`config.mk`:
```
export PLATFORM = sky130hd
export DESIGN_NAME = pdpf_front
export DESIGN_NICKNAME = d
export VERILOG_FILES = /design/src/hdl/pdpf_pkg.sv /design/src/hdl/pdpf_front.sv
export SDC_FILE = /design/constraint.sdc
export NUM_CORES = 1
export LEC_CHECK = 0
export BUFFER_PORTS_ARGS = -buffer_cell sky130_fd_sc_hd__buf_2
export CORE_MARGIN = 1.5
export CORE_UTILIZATION = 35
export DETAILED_ROUTE_END_ITERATION = 10
export GPL_TIMING_DRIVEN = 1
export HOLD_SLACK_MARGIN = 0.02
export SYNTH_ARGS = -nofsm -noshare
export SYNTH_HDL_FRONTEND = slang
export SYNTH_SLANG_ARGS = --single-unit
```
`constraint.sdc`:
```
create_clock -name clock -period 6.27 [get_ports clock]
set_input_delay 1.254 -clock clock [delete_from_list [all_inputs] [get_ports clock]]
set_output_delay 1.254 -clock clock [all_outputs]
set_load 0.01 [all_outputs]
```
`src/hdl/pdpf_pkg.sv`:
```
package pdpf_pkg;

   // field widths fixed by the payload format
   localparam int COORD_W   = 24;
   localparam int THR_W     = 52;
   localparam int IDX_OUT_W = 6;

   // distance datapath
   localparam int DIFF_W = COORD_W + 1;
   localparam int SQ_W   = 2 * DIFF_W;
   localparam int SUM_W  = SQ_W + 2;
   localparam int CMP_W  = (SUM_W > THR_W) ? SUM_W : THR_W;

   localparam int POINT_CAPACITY_DEF = 64;

   // command queue between front and back (power of two)
   localparam int CMD_DEPTH = 2;
   localparam int CMD_PTR_W = $clog2(CMD_DEPTH);
   localparam int CMD_CNT_W = $clog2(CMD_DEPTH + 1);

   // result queue (power of two)
   localparam int RSP_DEPTH = 8;
   localparam int RSP_PTR_W = $clog2(RSP_DEPTH);
   localparam int RSP_CNT_W = $clog2(RSP_DEPTH + 1);

   typedef struct packed {
      logic signed [COORD_W-1:0] coord_x;
      logic signed [COORD_W-1:0] coord_y;
      logic signed [COORD_W-1:0] coord_z;
   } pdpf_point_type;

   typedef struct packed {
      logic signed [COORD_W-1:0] coord_x;
      logic signed [COORD_W-1:0] coord_y;
      logic signed [COORD_W-1:0] coord_z;
      logic                      restart;
   } pdpf_req_type;

   typedef struct packed {
      logic [IDX_OUT_W-1:0] earlier_index;
      logic [IDX_OUT_W-1:0] newer_index;
      logic                 last_match;
   } pdpf_rsp_type;

   typedef struct packed {
      logic                 empty;
      logic [RSP_CNT_W-1:0] free;
   } pdpf_rsp_stat_type;

   typedef enum logic [1:0] {
      BK_IDLE,
      BK_SCAN,
      BK_FLUSH
   } pdpf_back_state_type;

endpackage

```
`src/hdl/pdpf_front.sv`:
```
module pdpf_front
   import pdpf_pkg::*;
#(
   parameter int POINT_CAPACITY = POINT_CAPACITY_DEF,
   parameter int IDX_W          = $clog2(POINT_CAPACITY)
) (
   input  logic               clock,
   input  logic               reset,
   input  logic               req_push,
   output logic               req_full,
   input  pdpf_req_type       req_data,
   output logic               cmd_empty,
   input  logic               cmd_pop,
   output pdpf_point_type     cmd_point,
   output logic [IDX_W-1:0]   cmd_index
);

   localparam int CNT_W = $clog2(POINT_CAPACITY + 1);
   localparam logic [CNT_W-1:0] CAP = CNT_W'(POINT_CAPACITY);

   logic [CNT_W-1:0]     count_ff, count_in;
   logic [CNT_W-1:0]     base;
   logic                 accept, enq;
   pdpf_point_type       pt_ff [CMD_DEPTH];
   logic [IDX_W-1:0]     idx_ff [CMD_DEPTH];
   logic [CMD_PTR_W-1:0] wr_ptr_ff, rd_ptr_ff;
   logic [CMD_CNT_W-1:0] used_ff, used_in;
   logic                 deq;

   assign req_full  = (used_ff == CMD_CNT_W'(CMD_DEPTH));
   assign cmd_empty = (used_ff == '0);
   assign accept    = req_push && !req_full;
   assign deq       = cmd_pop && !cmd_empty;

   // restart numbers the point from zero; a full set drops it
   assign base = req_data.restart ? '0 : count_ff;
   assign enq  = accept && (base < CAP);

   always_comb begin
      count_in = count_ff;
      if (enq) begin
         count_in = base + CNT_W'(1);
      end
      used_in = used_ff;
      unique case ({enq, deq})
         2'b10:   used_in = used_ff + CMD_CNT_W'(1);
         2'b01:   used_in = used_ff - CMD_CNT_W'(1);
         default: used_in = used_ff;
      endcase
   end

   always_ff @(posedge clock) begin
      if (reset) begin
         count_ff  <= '0;
         used_ff   <= '0;
         wr_ptr_ff <= '0;
         rd_ptr_ff <= '0;
      end else begin
         count_ff <= count_in;
         used_ff  <= used_in;
         if (enq) begin
            wr_ptr_ff <= wr_ptr_ff + CMD_PTR_W'(1);
         end
         if (deq) begin
            rd_ptr_ff <= rd_ptr_ff + CMD_PTR_W'(1);
         end
      end
   end

   always_ff @(posedge clock) begin
      if (enq) begin
         pt_ff[wr_ptr_ff]  <= '{coord_x: req_data.coord_x,
                               coord_y: req_data.coord_y,
                               coord_z: req_data.coord_z};
         idx_ff[wr_ptr_ff] <= base[IDX_W-1:0];
      end
   end

   assign cmd_point = pt_ff[rd_ptr_ff];
   assign cmd_index = idx_ff[rd_ptr_ff];

endmodule

```
After elaboration in Yosys (flattened, before gate mapping)
Memories as Yosys holds them, arrays and structs flattened. A register that Yosys moved wholly into a read port is not among the register bits.
Index checks and enable logic that the tools add are counted.

word-level totals
  register bits after elaboration = 11
  logic and storage cells = 30
  memories kept = 2
  memory bits (writable) = 156
  bits of input ports = 77

operators by class
  $lt $le $gt $ge = 1
  multiplexer cells = 8
  $add $sub $neg = 5
  equality and inequality tests = 3
  reduce and logical (&&, ||, !) cells = 7

memory list
  name    depth  width  read ports  clocked after memory_dff  write ports  RTL line          text
  pt_ff   2      72     1           1                         1            pdpf_front.sv:24  pdpf_point_type pt_ff [CMD_DEPTH];
  idx_ff  2      6      1           1                         1            pdpf_front.sv:25  logic [IDX_W-1:0] idx_ff [CMD_DEPTH];

operators by type and width
  operator                                                               count
  7-bit by 1-bit adder with 7-bit output, second input constant          1
  7-bit < comparator, second input constant                              1
  7-bit two-way mux                                                      1
  1-bit two-way mux                                                      6
  2-bit equality test, second input constant                             2
  2-bit one-hot mux with 2 select lines                                  1
  1-bit logical AND                                                      3
  1-bit adder, second input constant                                     2
  2-bit by 1-bit adder with 2-bit output, second input constant          1
  2-bit by 1-bit equality test with 1-bit output, second input constant  1
  1-bit logical NOT                                                      2
  2-bit logical NOT                                                      1
  2-bit nonzero test                                                     1
  2-bit by 1-bit subtractor with 2-bit output, second input constant     1

Logic depth before layout (Yosys ltp)
  depth after elaboration = 6
  mapped depth = 8

Worst setup path after synthesis
No wires, ideal clock.

  kind = input -> register
  start point = input port req_data[0] (netlist name)
  end point = memory idx_ff[0][0] (netlist name) (enable)
  path slack = 808 ps
  arrival time = 4945 ps
  buffers on the path = 1
  cell stages on the path = 5
  library setup time = 517 ps
  path through = nand2b_1 > and3_1 > buf_6 > inv_4 > nor2_1

between the ends
  cells in the longest elaborated chain, start to end = 5

RTL lines
  element                                  RTL line          text
  start, declared                          pdpf_front.sv:11  input pdpf_req_type req_data,
  7-bit two-way mux                        pdpf_front.sv:36  assign base = req_data.restart ? '0 : count_ff;
  7-bit < comparator                       pdpf_front.sv:37  assign enq = accept && (base < CAP);
  1-bit logical AND                        pdpf_front.sv:37
  1-bit two-way mux                        pdpf_front.sv:71  if (enq) begin
  1-bit two-way mux (not written as such)  pdpf_front.sv:75  idx_ff[wr_ptr_ff] <= base[IDX_W-1:0];
  end, declared                            pdpf_front.sv:25

Every way passes these cells.

==> metrics.cfg <==
[route]
drtPass1Iterations = 4
wl_per_cell_um = 15.5
ant_nets = 0
wl_um = 11200
vias = 3309
drc = 0
drt_iter0_markers = 212
viasPerCell = 4.59

[min_path]
worstHoldEndpoint = count_ff[1]$_SDFFE_PP0P_
min_delay_path_depth = 2
hp-start = count_ff[1]$_SDFFE_PP0P_
min_path_type = reg2reg

[synthesis]
ys_warn_count = 0
synthMostInstantiatedCell = edfxtp_1
syn_inst = 318
synth-main-ff-cell = edfxtp_1
synth-simple-area-share_pct = 2.82
synthAdderAreaFrac_pct = 0.402
synth_fp_nets = 397
yosysSeqAreaShare_pct = 79.2
avgSynthCellArea_um2 = 19.6
ys_top_cells_by_area = edfxtp_1, mux2_2, dfxtp_1
async_flop_share_pct = 0
synthTopCellsByCount = edfxtp_1, mux2_2, dfxtp_1
synth_compound_area_share_pct = 1.61
yosysTopAreaCell = edfxtp_1
synthMuxAreaShare_pct = 14.3
ys_ff_latch = 168
synth_top_family_by_area = multiplexers
synth_cell_types = 30
synth-edff-count = 156
synth_top_area_share_pct = 75.3
syn-cell-area_mm2 = 0.00622
synth_xor_area_share_pct = 0.563

[place]
dp_hpwl_um = 7020
dpl_cell_area_mm2 = 0.00726
place_congestion = 0.695
io_buffers = 156
dp_slack_ns = 2.72

[clock_network]
cts_root_buffer = clkbuf_16
clock_sinks = 168
cts_tree = yes
htreeDepth = 4
numCtsBuffers = 17
cts_buffer_depth = 2
clkTransAtPathRegs_ns = 0.06
postCtsSetupBuffers = 0
clk_latency_ns = 0.41
postCtsHoldBufs = 0
cts-resized-gates = 0

[worst_setup_path]
path_class = reg2out
crit_required_ns = 5.02
end_kind = primary output
rr_worst_depth = 5
reg2reg_to = idx_ff[0][5]$_DFFE_PP_
r2r_start = used_ff[0]$_SDFFE_PP0P_
cp.arrival_ns = 2.08
cp_cell_sequence = mux2_2 -> buf_2
critPathSlowestCell = dfxtp_4
critPathMaxFanout = 78
cpPeakStageDelay_ns = 1.04
ff2ff_setup_slack_ns = 3.79
start_kind = register

[cells_and_area]
nets = 561
postLayoutCoreUtil_pct = 45.0
drive_gt1_share_pct = 53.3
syn_to_final_growth_pct = 25.6
fin_area_mm2 = 0.00782

[pwr]
combPwrFrac_pct = 22.7
p_switching_mw = 0.882
p_int_mw = 2.40
ir_worst_vdd_mv = 0.240
switching_share_pct = 26.9
pwr-share-seq_pct = 47.5
p_leak_nw = 2.86
p_clk_share_pct = 29.9
power_density_mw_per_mm2 = 420

[sta]
hold_viol = 0
setup-tns-final_ns = 0
rsz0062_at_grt = false
setup_violations = 0
fmax_mhz = 300
period_share_pct = 53.2
fin_crit_ns = 3.34
drv_slew = 0
relSlewSlack_pct = 27.1
tightest_slew_ns = 1.09
skew_ns = 0.00880
fin_ws_ns = 2.93

[global_routing]
overflow = 0
grt_pass1_wl_um = 16800
grt_start_max_net_pins = 79
grt_usage_pct = 12.2
grt_antenna_before_repair = 1
grt_pass1_vias = 3390

[die]
dieHeight_um = 136
die_x_um = 136
fp-row-count = 48
core_mm2 = 0.0174
die_area_mm2 = 0.0186
start_util_pct = 35.8
ios = 157

[run_status]
outcome = complete, no violations

[job]
drv_cap = 0

## stage by stage
stage,cells,hold WS (ns),power [mW]
global placement,688,0.481,2.34
global route,721,0.536,3.45
floorplan,318,0.460,2.04
detailed placement,688,0.490,2.35
CTS,720,0.500,3.34
finish,721,0.500,3.28
## worst max-delay path, delay by kind of cell, from the launching register on
kind	cells	cell delay [ns]
flops	1	1.04
mux	1	0.43
buf+inv	1	0.14
## layer usage
metal / global-route usage [%] / vias to the layer above / wire length, um
li1: - / 1563 / -
met1: 14.9 / 1630 / 4840
met2: 19.9 / 104 / 5510
met3: 3.50 / 12 / 633
met4: 5.73 / 0 / 170
met5: 0 / - / 0
## cell usage in the layout, fill, tap and decap left out
master / Yosys / routed
xor2_1: 1 / 1
a41oi_1: 2 / 2
dfxtp_4: 0 / 1
bufinv_16: 0 / 2
clkinvlp_4: 0 / 3
or2b_2: 1 / 1
a22oi_1: 1 / 1
mux2i_1: 1 / 1
buf_2: 2 / 156
inv_6: 0 / 1
clkbuf_1: 8 / 8
and3_1: 2 / 2
inv_1: 3 / 3
a21oi_1: 7 / 7
o2111ai_1: 1 / 1
xnor2_1: 3 / 3
nand2b_1: 1 / 1
clkinv_1: 0 / 1
o221a_2: 1 / 1
or4_1: 2 / 2
nand3_1: 1 / 1
inv_4: 1 / 1
nor2_1: 9 / 8
dfxtp_1: 12 / 11
edfxtp_1: 156 / 156
nor2_4: 0 / 1
nand4b_1: 1 / 1
mux2_2: 78 / 78
ha_1: 2 / 2
nor2b_1: 7 / 7
clkbuf_16: 0 / 17
o21ai_0: 4 / 4
nand2_1: 6 / 6
diode_2: 0 / 1
and2_4: 0 / 1
or3_1: 2 / 2
buf_12: 0 / 1
## worst max-delay path by stage
| stage | start | end | slack [ns] | depth (start not counted) |
|---|---|---|---|---|
| 2_1_floorplan | req_data[0] | idx_ff[0][0]$_DFFE_PP_ | 0.81 | 5 |
| 3_3_place_gp | req_data[0] | idx_ff[0][5]$_DFFE_PP_ | 2.75 | 6 |
| 3_5_place_dp | req_data[0] | pt_ff[0][42]$_DFFE_PP_ | 2.72 | 6 |
| 4_1_cts | register | cmd_index[4] | 2.88 | 2 |
| 5_1_grt | register | cmd_point[55] | 2.79 | 2 |
| 6_report | register | cmd_point[68] | 2.93 | 2 |
## state kept, by name (all words and copies together), names as in the netlist, named ones only
| signal | flops |
|---|---|
| count_ff | 7 |
| idx_ff | 12 |
| pt_ff | 144 |
| rd_ptr_ff | 1 |
| used_ff | 2 |
| wr_ptr_ff | 1 |
## power groups by stage
stage / Combinational, mW / Sequential, mW / Clock, mW
6_report: 0.744 / 1.56 / 0.981
5_1_grt: 0.809 / 1.59 / 1.06
4_1_cts: 0.763 / 1.57 / 1.01
3_5_place_dp: 0.759 / 1.59 / 0
3_3_place_gp: 0.754 / 1.58 / 0
2_1_floorplan: 0.532 / 1.51 / 0
## final cells by class
cell class	instances	area [um2]
Sequential cell	168	4930
Antenna cell	1	2.50
Clock inverter	7	95.1
Tap cell	225	282
Timing Repair Buffer	157	801
Clock buffer	25	455
Multi-Input combinational cell	134	1230
Fill cell	1552	9540
Inverter	4	17.5
## logic make-up (layout without fill, tap and decap cells)
family | after synthesis | after routing
muxes | 79 | 79
xor gates and xnor gates | 4 | 4
other | 0 | 1
AOI/OAI and AO/OA | 16 | 16
buffers and inverters | 16 | 193
DFF | 168 | 168
adders and majority gates | 2 | 2
and+or+nand+nor | 33 | 33
Power figures use the tool's default switching activity.
