## src/hdl/pdpf_pkg.sv

```systemverilog
package pdpf_pkg;

   // field widths fixed by the payload format
   localparam int COORD_W   = 24;
   localparam int THR_W     = 52;
   localparam int IDX_OUT_W = 6;

   // distance datapath
   localparam int DIFF_W = COORD_W + 1;
   localparam int SQ_W   = 2 * DIFF_W;
   localparam int SUM_W  = SQ_W + 2;
   localparam int CMP_W  = (SUM_W > THR_W) ? SUM_W : THR_W;

   localparam int POINT_CAPACITY_DEF = 64;

   // command queue between front and back (power of two)
   localparam int CMD_DEPTH = 2;
   localparam int CMD_PTR_W = $clog2(CMD_DEPTH);
   localparam int CMD_CNT_W = $clog2(CMD_DEPTH + 1);

   // result queue (power of two)
   localparam int RSP_DEPTH = 8;
   localparam int RSP_PTR_W = $clog2(RSP_DEPTH);
   localparam int RSP_CNT_W = $clog2(RSP_DEPTH + 1);

   typedef struct packed {
      logic signed [COORD_W-1:0] coord_x;
      logic signed [COORD_W-1:0] coord_y;
      logic signed [COORD_W-1:0] coord_z;
   } pdpf_point_type;

   typedef struct packed {
      logic signed [COORD_W-1:0] coord_x;
      logic signed [COORD_W-1:0] coord_y;
      logic signed [COORD_W-1:0] coord_z;
      logic                      restart;
   } pdpf_req_type;

   typedef struct packed {
      logic [IDX_OUT_W-1:0] earlier_index;
      logic [IDX_OUT_W-1:0] newer_index;
      logic                 last_match;
   } pdpf_rsp_type;

   typedef struct packed {
      logic                 empty;
      logic [RSP_CNT_W-1:0] free;
   } pdpf_rsp_stat_type;

   typedef enum logic [1:0] {
      BK_IDLE,
      BK_SCAN,
      BK_FLUSH
   } pdpf_back_state_type;

endpackage

```

## src/hdl/pdpf_rsp_fifo.sv

```systemverilog
module pdpf_rsp_fifo
   import pdpf_pkg::*;
(
   input  logic              clock,
   input  logic              reset,
   input  logic              push,
   input  pdpf_rsp_type      wdata,
   input  logic              pop,
   output pdpf_rsp_type      rdata,
   output pdpf_rsp_stat_type stat
);

   pdpf_rsp_type         slot_ff [RSP_DEPTH];
   logic [RSP_PTR_W-1:0] wr_ptr_ff, rd_ptr_ff;
   logic [RSP_CNT_W-1:0] used_ff;
   logic                 deq;

   assign stat.empty = (used_ff == '0);
   assign stat.free  = RSP_CNT_W'(RSP_DEPTH) - used_ff;
   assign deq        = pop && !stat.empty;
   assign rdata      = slot_ff[rd_ptr_ff];

   always_ff @(posedge clock) begin
      if (reset) begin
         used_ff   <= '0;
         wr_ptr_ff <= '0;
         rd_ptr_ff <= '0;
      end else begin
         unique case ({push, deq})
            2'b10:   used_ff <= used_ff + RSP_CNT_W'(1);
            2'b01:   used_ff <= used_ff - RSP_CNT_W'(1);
            default: used_ff <= used_ff;
         endcase
         if (push) begin
            wr_ptr_ff <= wr_ptr_ff + RSP_PTR_W'(1);
         end
         if (deq) begin
            rd_ptr_ff <= rd_ptr_ff + RSP_PTR_W'(1);
         end
      end
   end

   always_ff @(posedge clock) begin
      if (push) begin
         slot_ff[wr_ptr_ff] <= wdata;
      end
   end

endmodule
```

## config.mk

```make
export PLATFORM = sky130hd
export DESIGN_NAME = pdpf_rsp_fifo
export DESIGN_NICKNAME = d
export VERILOG_FILES = /design/src/hdl/pdpf_pkg.sv /design/src/hdl/pdpf_rsp_fifo.sv
export SDC_FILE = /design/constraint.sdc
export NUM_CORES = 1
export LEC_CHECK = 0
export CAP_MARGIN = 10
export CORE_MARGIN = 10
export CORE_UTILIZATION = 60
export CTS_BUF_LIST = sky130_fd_sc_hd__clkbuf_16
export CTS_CLUSTER_DIAMETER = 60
export DETAILED_ROUTE_END_ITERATION = 8
export DONT_BUFFER_PORTS = 1
export MAX_ROUTING_LAYER = met4
export PLACE_DENSITY_LB_ADDON = 0.25
export SETUP_SLACK_MARGIN = 0.05
export SYNTH_ARGS = -nofsm -noshare
export SYNTH_HDL_FRONTEND = slang
export SYNTH_SLANG_ARGS = --single-unit
```

## constraint.sdc

```tcl
create_clock -name clock -period 2.8 [get_ports clock]
set_input_delay 0.14 -clock clock [delete_from_list [all_inputs] [get_ports clock]]
set_output_delay 0.14 -clock clock [all_outputs]
set_load 0.005 [all_outputs]
```

# Yosys cells after proc, flatten, opt, wreduce, memory -nomap -nowiden
# Memories as Yosys holds them, arrays and structs flattened. A register that Yosys moved wholly into a read port is not among the register bits.
# Index checks and enable logic that the tools add are counted.
dict set report word_totals {
  regBits 10
  ram_bits 104
  in_bits 17
  out_inout_bits 18
  n_memories 1
}
dict set report classes {
  add_sub_neg 5
  eq_ne 2
  muxes 5
  reduce_logical 4
}
# name words word_bits read_ports rd_clocked_by_memory_dff write_ports line_no
set memory_table {}
lappend memory_table {slot_ff 8 13 1 1 1 pdpf_rsp_fifo.sv:13} ;# pdpf_rsp_type slot_ff [RSP_DEPTH];
# cell count
set op_table {}
lappend op_table {{case mux 4 bit (2 select lines)} 1}
lappend op_table {{adder 3 x 1 -> 3 bit, second input constant} 2}
lappend op_table {{two-way mux 3 bit} 2}
lappend op_table {{adder 4 x 1 -> 4 bit, second input constant} 1}
lappend op_table {{logical NOT 4 bit} 1}
lappend op_table {{subtractor 4 x 1 -> 4 bit, second input constant} 1}
lappend op_table {{subtractor 4 bit, first input constant} 1}
lappend op_table {{equality test 2 x 1 -> 1 bit, second input constant} 1}
lappend op_table {{equality test 2 bit, second input constant} 1}
lappend op_table {{two-way mux 1 bit} 2}
lappend op_table {{nonzero test 2 bit} 1}
lappend op_table {{logical AND 1 bit} 1}
lappend op_table {{logical NOT 1 bit} 1}

# Logic depth before layout (Yosys ltp)
# Gate-level depths: netlist of the first run.
dict set report logic_depth {
  word_depth 5
  depth_mapped 13
  depth_no_buf 12
}

# Worst setup path after synthesis of the first run
# OpenSTA, ideal clock, no wires.
dict set report synth_timing {
  path_type {register -> register}
  startpoint {reg used_ff[1]}
  endpoint {reg used_ff[3]}
  setup_ns 0.121
  arrival_ns 2.425
  t_required_ns 2.679
  path_slack_ns 0.254
  stages_incl_launch_ff 12
  synth_period_minus_slack_ns 2.546
  path_cell_list {dfxtp_1 buf_2 inv_1 ha_1 or3b_2 nand2_1 inv_1 ha_1 nand3b_1 o32a_1 a21oi_1 mux2_2}
}
dict set report synth_via {
  elab_chain_len 5
  word_cells_on_any_way 9
  cone_classes {2 x add/sub; 2 x eq/ne; 1 x mux; 4 x reduce/logical}
}
# item line_no
set synth_rtl {}
lappend synth_rtl {{start, declared} pdpf_rsp_fifo.sv:15} ;# logic [RSP_CNT_W-1:0] used_ff;
lappend synth_rtl {{start signal, assigned} pdpf_rsp_fifo.sv:30} ;# 2'b10: used_ff <= used_ff + RSP_CNT_W'(1);
lappend synth_rtl {{start signal, assigned} pdpf_rsp_fifo.sv:31} ;# 2'b01: used_ff <= used_ff - RSP_CNT_W'(1);
lappend synth_rtl {{start signal, assigned} pdpf_rsp_fifo.sv:32} ;# default: used_ff <= used_ff;
lappend synth_rtl {{logical NOT 4 bit} pdpf_rsp_fifo.sv:18} ;# assign stat.empty = (used_ff == '0);
lappend synth_rtl {{logical NOT 1 bit} pdpf_rsp_fifo.sv:20} ;# assign deq = pop && !stat.empty;
lappend synth_rtl {{logical AND 1 bit} pdpf_rsp_fifo.sv:20}
lappend synth_rtl {{equality test 2 x 1 -> 1 bit or equality test 2 bit (tied branches)} pdpf_rsp_fifo.sv:29} ;# unique case ({push, deq})
lappend synth_rtl {{case mux 4 bit (2 select lines) or nonzero test 2 bit (tied branches)} n/a}
# Several ways; a longest one is shown, not always the timed one.
# A chain may end at the register's enable or synchronous reset.

# Final worst setup path of the first run
dict set report layout_timing {
  startpoint {reg used_ff[0]}
  endpoint {reg used_ff[2]}
}
# The elaborated chain is that of the path after synthesis.

==> impl_metrics.yaml, run 1 <==
sta:
  rsz0062_at_grt: "no"
  fin_ws_ns: 0.264
  fin_skew_ns: 0.00494
  fmax_mhz: 394
  min_period_ns: 2.54
  hold_viol_final: 0
  tightest_slew_ns: 0.787
  finalSetupTns_ns: 0
  period_share_pct: 90.6
  setup_viol: 0
  slew_viol_final: 0
  relSlewSlack_pct: 47.4
global_route:
  grt_pass1_vias: 2392
  grt_pass1_wl_um: 14400
  antenna_found_initial: 0
  grt_usage_pct: 17.5
  overflow: 0
  grt_max_degree: 21
power:
  power_leakage_nw: 1.93
  p_int_mw: 3.68
  combPwrFrac_pct: 13.5
  clockPowerShare_pct: 43.8
  switching_share_pct: 22.8
  ir_worst_vdd_mv: 0.492
  seqPwrFrac_pct: 42.7
  powerDensity_nw_per_um2: 852
  switchingPower_mw: 1.09
critical_path:
  cp.arrival_ns: 2.86
  rr_endpoint: "used_ff[2]"
  critPathRequiredTime_ns: 3.13
  reg2reg_slack_ns: 0.26
  path_max_fanout: 5
  cp-start-kind: "flop"
  r2r_cells: 12
  crit_path_end_kind: "flop"
  rr_startpoint: "used_ff[0]"
  crit_type: "flop to flop"
flow_run:
  drv_cap: 0
clocking:
  clkSinkCount: 117
  clkLatencyLatePin_ns: 0.40
  cts_buffer_depth: 2
  cts.htree.levels: 4
  numCtsBuffers: 17
  path_clk_slew_ns: 0.05
  cts_tree: "built"
  root_buffer: "clkbuf_16"
floorplan:
  initial_core_util_pct: 61.2
  die_x_um: 108
  die_h_um: 108
  pin_count: 35
  core-area_sq_um: 7650
  rows: 32
  dieArea_sq_um: 11700
placement:
  hpwlAfterDp_um: 4810
  place_congestion: 0.763
  port_buffers: 0
  pre_cts_slack_ns: 0.214
  placedCellCount: 335
cells_and_area:
  fin_cells: 383
  diodes: 0
  fill_cells: 420
  syn2layout_area_growth_pct: 19.6
  layout-drive-gt1-share_pct: 21.0
  fin_nets: 291
min_path:
  min_to: "rd_ptr_ff[1]"
  hold_path_depth: 3
  hp-class: "primary input to flop"
  hp-start: "pop"
route:
  wire_per_inst_um: 24.1
  postRouteAntennaNets: 0
  drt-vias-per-instance: 5.85
  route.detailed.drc: 0
  routed-via-count: 2241
  dr.pass1.iters: 4
  first_iter_violations: 181
  totalWireLength_um: 9240
outcome:
  status: "complete, no violations"
synthesis:
  syn_avg_cell_area_sq_um: 20.4
  ys_seq_area_share_pct: 72.2
  netlist_area_sq_um: 4680
  synth_seq_cells: 117
  synth_cell_types: 28
  synth_cells: 230
  yosys_warnings: 0
  syn_nets: 253
critical path, stage by stage (launching register included):
cell     delay [ns]
dfxtp_1        0.30
inv_1          0.07
ha_1           0.18
or3b_2         0.49
nand2_1        0.14
inv_1          0.08
ha_2           0.21
xor2_1         0.15
ha_1           0.18
a21oi_1        0.14
xor2_1         0.09
or3_1          0.31
a21oi_1        0.14
sequential cells by signal (all words and copies together), names as in the netlist, named ones only:
signal,flops
slot_ff,104
rd_ptr_ff,3
wr_ptr_ff,3
used_ff,4
stage by stage:
step	cell area, sq um	utilization (%)	hold WS (ns)	total power, mW
floorplan	4680	-	0.239	2.56
global placement	4860	63.6	0.212	2.67
detailed placement	4860	63.6	0.214	2.68
CTS	5600	73.2	0.0149	4.81
global route	5600	73.2	0.0482	4.94
finish	5600	73.2	0.0316	4.77
layer usage:
metal,up-vias,GRT usage [%],share of wire [%]
li1,1016,-,-
met1,1149,21.1,43
met2,68,27.8,52
met3,8,5.47,4.7
met4,0,5.74,0.81
met5,-,-,0
how the worst max path moves through the flow:
stage | start | endpoint | slack (ns) | cells after the start
5_1_grt | used_ff[0] | used_ff[2] | 0.06 | 12
6_report | used_ff[0] | used_ff[2] | 0.26 | 12
3_5_place_dp | used_ff[0] | used_ff[2] | 0.21 | 12
3_3_place_gp | used_ff[0] | used_ff[3] | 0.26 | 10
4_1_cts | used_ff[0] | used_ff[2] | 0.19 | 12
2_1_floorplan | used_ff[1] | used_ff[3] | 0.25 | 11
cell type report:
| class | instances | area, sq um | share of cell area (%) |
|---|---|---|---|
| Sequential cell | 117 | 3380 | 60.4 |
| Clock inverter | 15 | 148 | 2.64 |
| Timing Repair Buffer | 29 | 270 | 4.83 |
| Tap cell | 102 | 128 | 2.28 |
| Multi-Input combinational cell | 98 | 1230 | 21.9 |
| Inverter | 5 | 18.8 | 0.335 |
| Clock buffer | 17 | 425 | 7.60 |
power groups by stage:
| stage | Combinational (mW) | Sequential (mW) | Clock [mW] |
|---|---|---|---|
| after CTS | 0.661 | 2.04 | 2.12 |
| after global routing | 0.713 | 2.04 | 2.19 |
| after detailed placement | 0.611 | 2.07 | 0 |
| final | 0.644 | 2.04 | 2.09 |
| after global placement | 0.609 | 2.06 | 0 |
| after floorplan | 0.513 | 2.04 | 0 |
placed cells by master, fill, tap and decap left out, types with 2 or more instances in the layout:
cell and n:
edfxtp_1 104, mux4_1 24, clkbuf_16 17, dlygate4sd3_1 16, nor2_1 15, mux2_2 14
dfxtp_1 13, buf_4 12, inv_1 8, xor2_1 7, nand2_1 5, ha_1 5
a21oi_1 4, clkinv_2 4, nand2b_1 3, clkinv_1 3, bufinv_16 3, mux4_2 2
xnor2_1 2, nor3_2 2, mux2i_1 2, nand3_1 2, o21ai_0 2, nand3b_1 2
clkinvlp_4 2
cells in the mapped netlist, drive strengths merged:
cell type	n	area (sq um)
nor2b	1	6.26
nor3	3	15.0
xnor2	2	17.5
ha	6	75.1
inv	5	18.8
mux2	14	158
or3	1	6.26
nand3b	2	15.0
nand2	5	18.8
clkbuf	2	7.51
nand4bb	1	11.3
xor2	7	61.3
or3b	1	8.76
edfxtp	104	3120
mux4	26	676
nand2b	3	18.8
nand3	2	10.0
a21oi	4	20.0
mux2i	2	20.0
o21ai	2	10.0
nor2	15	56.3
dfxtp	13	260
buf	8	60.1
o32a	1	10.0
kinds of logic after synthesis:
group	Yosys count	synth area share [%]
AOI/OAI and AO/OA	7	0.855
adders and majority gates	6	1.60
muxes	42	18.2
buffers and inverters	15	1.84
xor gates and xnor gates	9	1.68
and+or+nand+nor	34	3.55
DFF	117	72.2
repair_timing:
action	in CTS	in global routing
hold buffers	16	0
setup buffers	0	0
resized for setup	0	1
endpoints found under the setup margin	0	2
hold endpoints to repair	117	0
Power figures use the tool's default switching activity.
==> inputs of run 2 (changes only) <==
- clock period: 2.8 -> 2.63 ns (I/O delays scaled with it)
==> impl_metrics.yaml, run 2 (synthesized netlist as in run 1, its figures left out) <==
outcome:
  status: "complete, no violations"
sta:
  relSlewSlack_pct: 48.5
  rsz0062_at_grt: "no"
  slew_viol_final: 0
  finalSetupTns_ns: 0
  hold_viol_final: 0
  fmax_mhz: 410
  fin_skew_ns: 0.00964
  tightest_slew_ns: 0.772
  period_share_pct: 92.7
  setup_viol: 0
  min_period_ns: 2.44
critical_path:
  cp-start-kind: "flop"
  path_max_fanout: 5
  slowest_stage: "or3b_4"
  startpoint: "used_ff[0]"
  reg2reg_slack_ns: 0.19
  crit_type: "flop to flop"
  path_cells: "inv_1, ha_1, or3b_4, nand2_2, inv_1, ha_2, xor2_1, ha_1, a21oi_2, xor2_1, or3_1, a21oi_1"
  crit_path_end_kind: "flop"
  slowest_delay_ns: 0.41
  critPathRequiredTime_ns: 2.96
  cp.arrival_ns: 2.77
  rr_startpoint: "used_ff[0]"
floorplan:
  dieArea_sq_um: 11700
  die_h_um: 108
  core-area_sq_um: 7650
  pin_count: 35
  die_x_um: 108
  rows: 32
  initial_core_util_pct: 61.2
cells_and_area:
  fill_cells: 396
  diodes: 0
  final_cell_mix: "edfxtp_1, mux4_1, clkbuf_16"
  largest_reg_flops: 104
  syn2layout_area_growth_pct: 21.9
  fin_nets: 292
  fin_cells: 384
  largest_register: "slot_ff"
  layout_commonest_cell: "edfxtp_1"
  top_regs: "slot_ff x104, used_ff x4"
  multi_input_area_sq_um: 1240
  regArea_sq_um: 3380
  layout-drive-gt1-share_pct: 23.4
global_route:
  overflow: 0
  grt_max_degree: 21
  grt_usage_pct: 17.0
  grt_pass1_vias: 2397
  antenna_found_initial: 0
  grt_pass1_wl_um: 13900
clocking:
  root_buffer: "clkbuf_16"
  numCtsBuffers: 17
  clkSinkCount: 117
  cts_buffer_depth: 2
  cts_setup_buffers: 0
  path_clk_slew_ns: 0.05
  cts_tree: "built"
  clkLatencyLatePin_ns: 0.40
  cts.htree.levels: 4
route:
  routed-via-count: 2244
  dr.pass1.iters: 4
  wire_per_inst_um: 23.0
  postRouteAntennaNets: 0
  route.detailed.drc: 0
  drt-vias-per-instance: 5.84
  totalWireLength_um: 8850
  first_iter_violations: 113
placement:
  hpwlAfterDp_um: 4940
  placedCellCount: 336
  place_congestion: 0.791
  port_buffers: 0
min_path:
  hp-class: "primary input to flop"
  hp-start: "pop"
flow_run:
  drv_cap: 0
power:
  powerDensity_nw_per_um2: 951
  ir_worst_vdd_mv: 0.620
  power_leakage_nw: 1.97
==> run 2: final timing paths <==
check | to | cells after the start
hold / removal | rd_ptr_ff[2] | 3
setup reg to reg | used_ff[2] | 12
hold reg to reg | rd_ptr_ff[1] | 2
setup / recovery | used_ff[2] | 12
==> run 2: final cells by class <==
| cell class | count | area share [%] |
|---|---|---|
| sequential | 117 | 59.3 |
| clock buffer | 17 | 7.45 |
| clock inverter | 15 | 4.14 |
| inverter | 5 | 0.329 |
| multi-input combinational | 98 | 21.7 |
| timing repair buffer | 30 | 4.87 |
| tap | 102 | 2.24 |
==> run 2: metrics by stage <==
stage | utilization [%] | total power [mW] | setup slack [ns] | cell area, sq um | hold slack (ns)
after floorplan | - | 2.72 | 0.0840 | 4680 | 0.230
after global placement | 63.7 | 2.85 | 0.101 | 4870 | 0.203
after CTS | 74.5 | 5.47 | 0.0906 | 5700 | 0.0276
after global routing | 74.6 | 5.63 | 0.0367 | 5710 | 0.0740
after detailed placement | 63.7 | 2.87 | 0.0168 | 4870 | 0.208
final | 74.6 | 5.43 | 0.191 | 5710 | 0.0345
==> run 2: critical path, delay by kind of cell, from the launching register on <==
| family | cells | cell delay [ns] |
|---|---|---|
| AO/OA/AOI/OAI | 2 | 0.28 |
| XOR/XNOR | 2 | 0.23 |
| adder cells (fa/ha/maj) | 3 | 0.59 |
| buffers and inverters | 2 | 0.14 |
| flip-flops | 1 | 0.31 |
| AND/OR/NAND/NOR | 3 | 0.83 |
==> run 2: where the power goes <==
part,total [mW],leakage (nW),internal [mW],switching (mW)
Combinational,0.730,0.601,0.376,0.354
Sequential,2.16,1.05,2.11,0.0548
Clock,2.54,0.315,1.76,0.776
Total,5.43,1.97,4.24,1.19
==> run 2: repair_timing <==
action	4_1_cts	5_1_grt
pin swaps	0	0
gates resized for setup	2	3
hold buffers	16	0
setup endpoints to repair	2	2
hold endpoints to repair	117	0
==> run 2: per-layer routing <==
layer / vias to the layer above / global-route usage, % / part of all wire (%)
met5: - / - / 0
met4: 0 / 5.74 / 0.99
met3: 9 / 5.18 / 4.0
met2: 57 / 27.7 / 53
met1: 1155 / 19.9 / 42
li1: 1023 / - / -
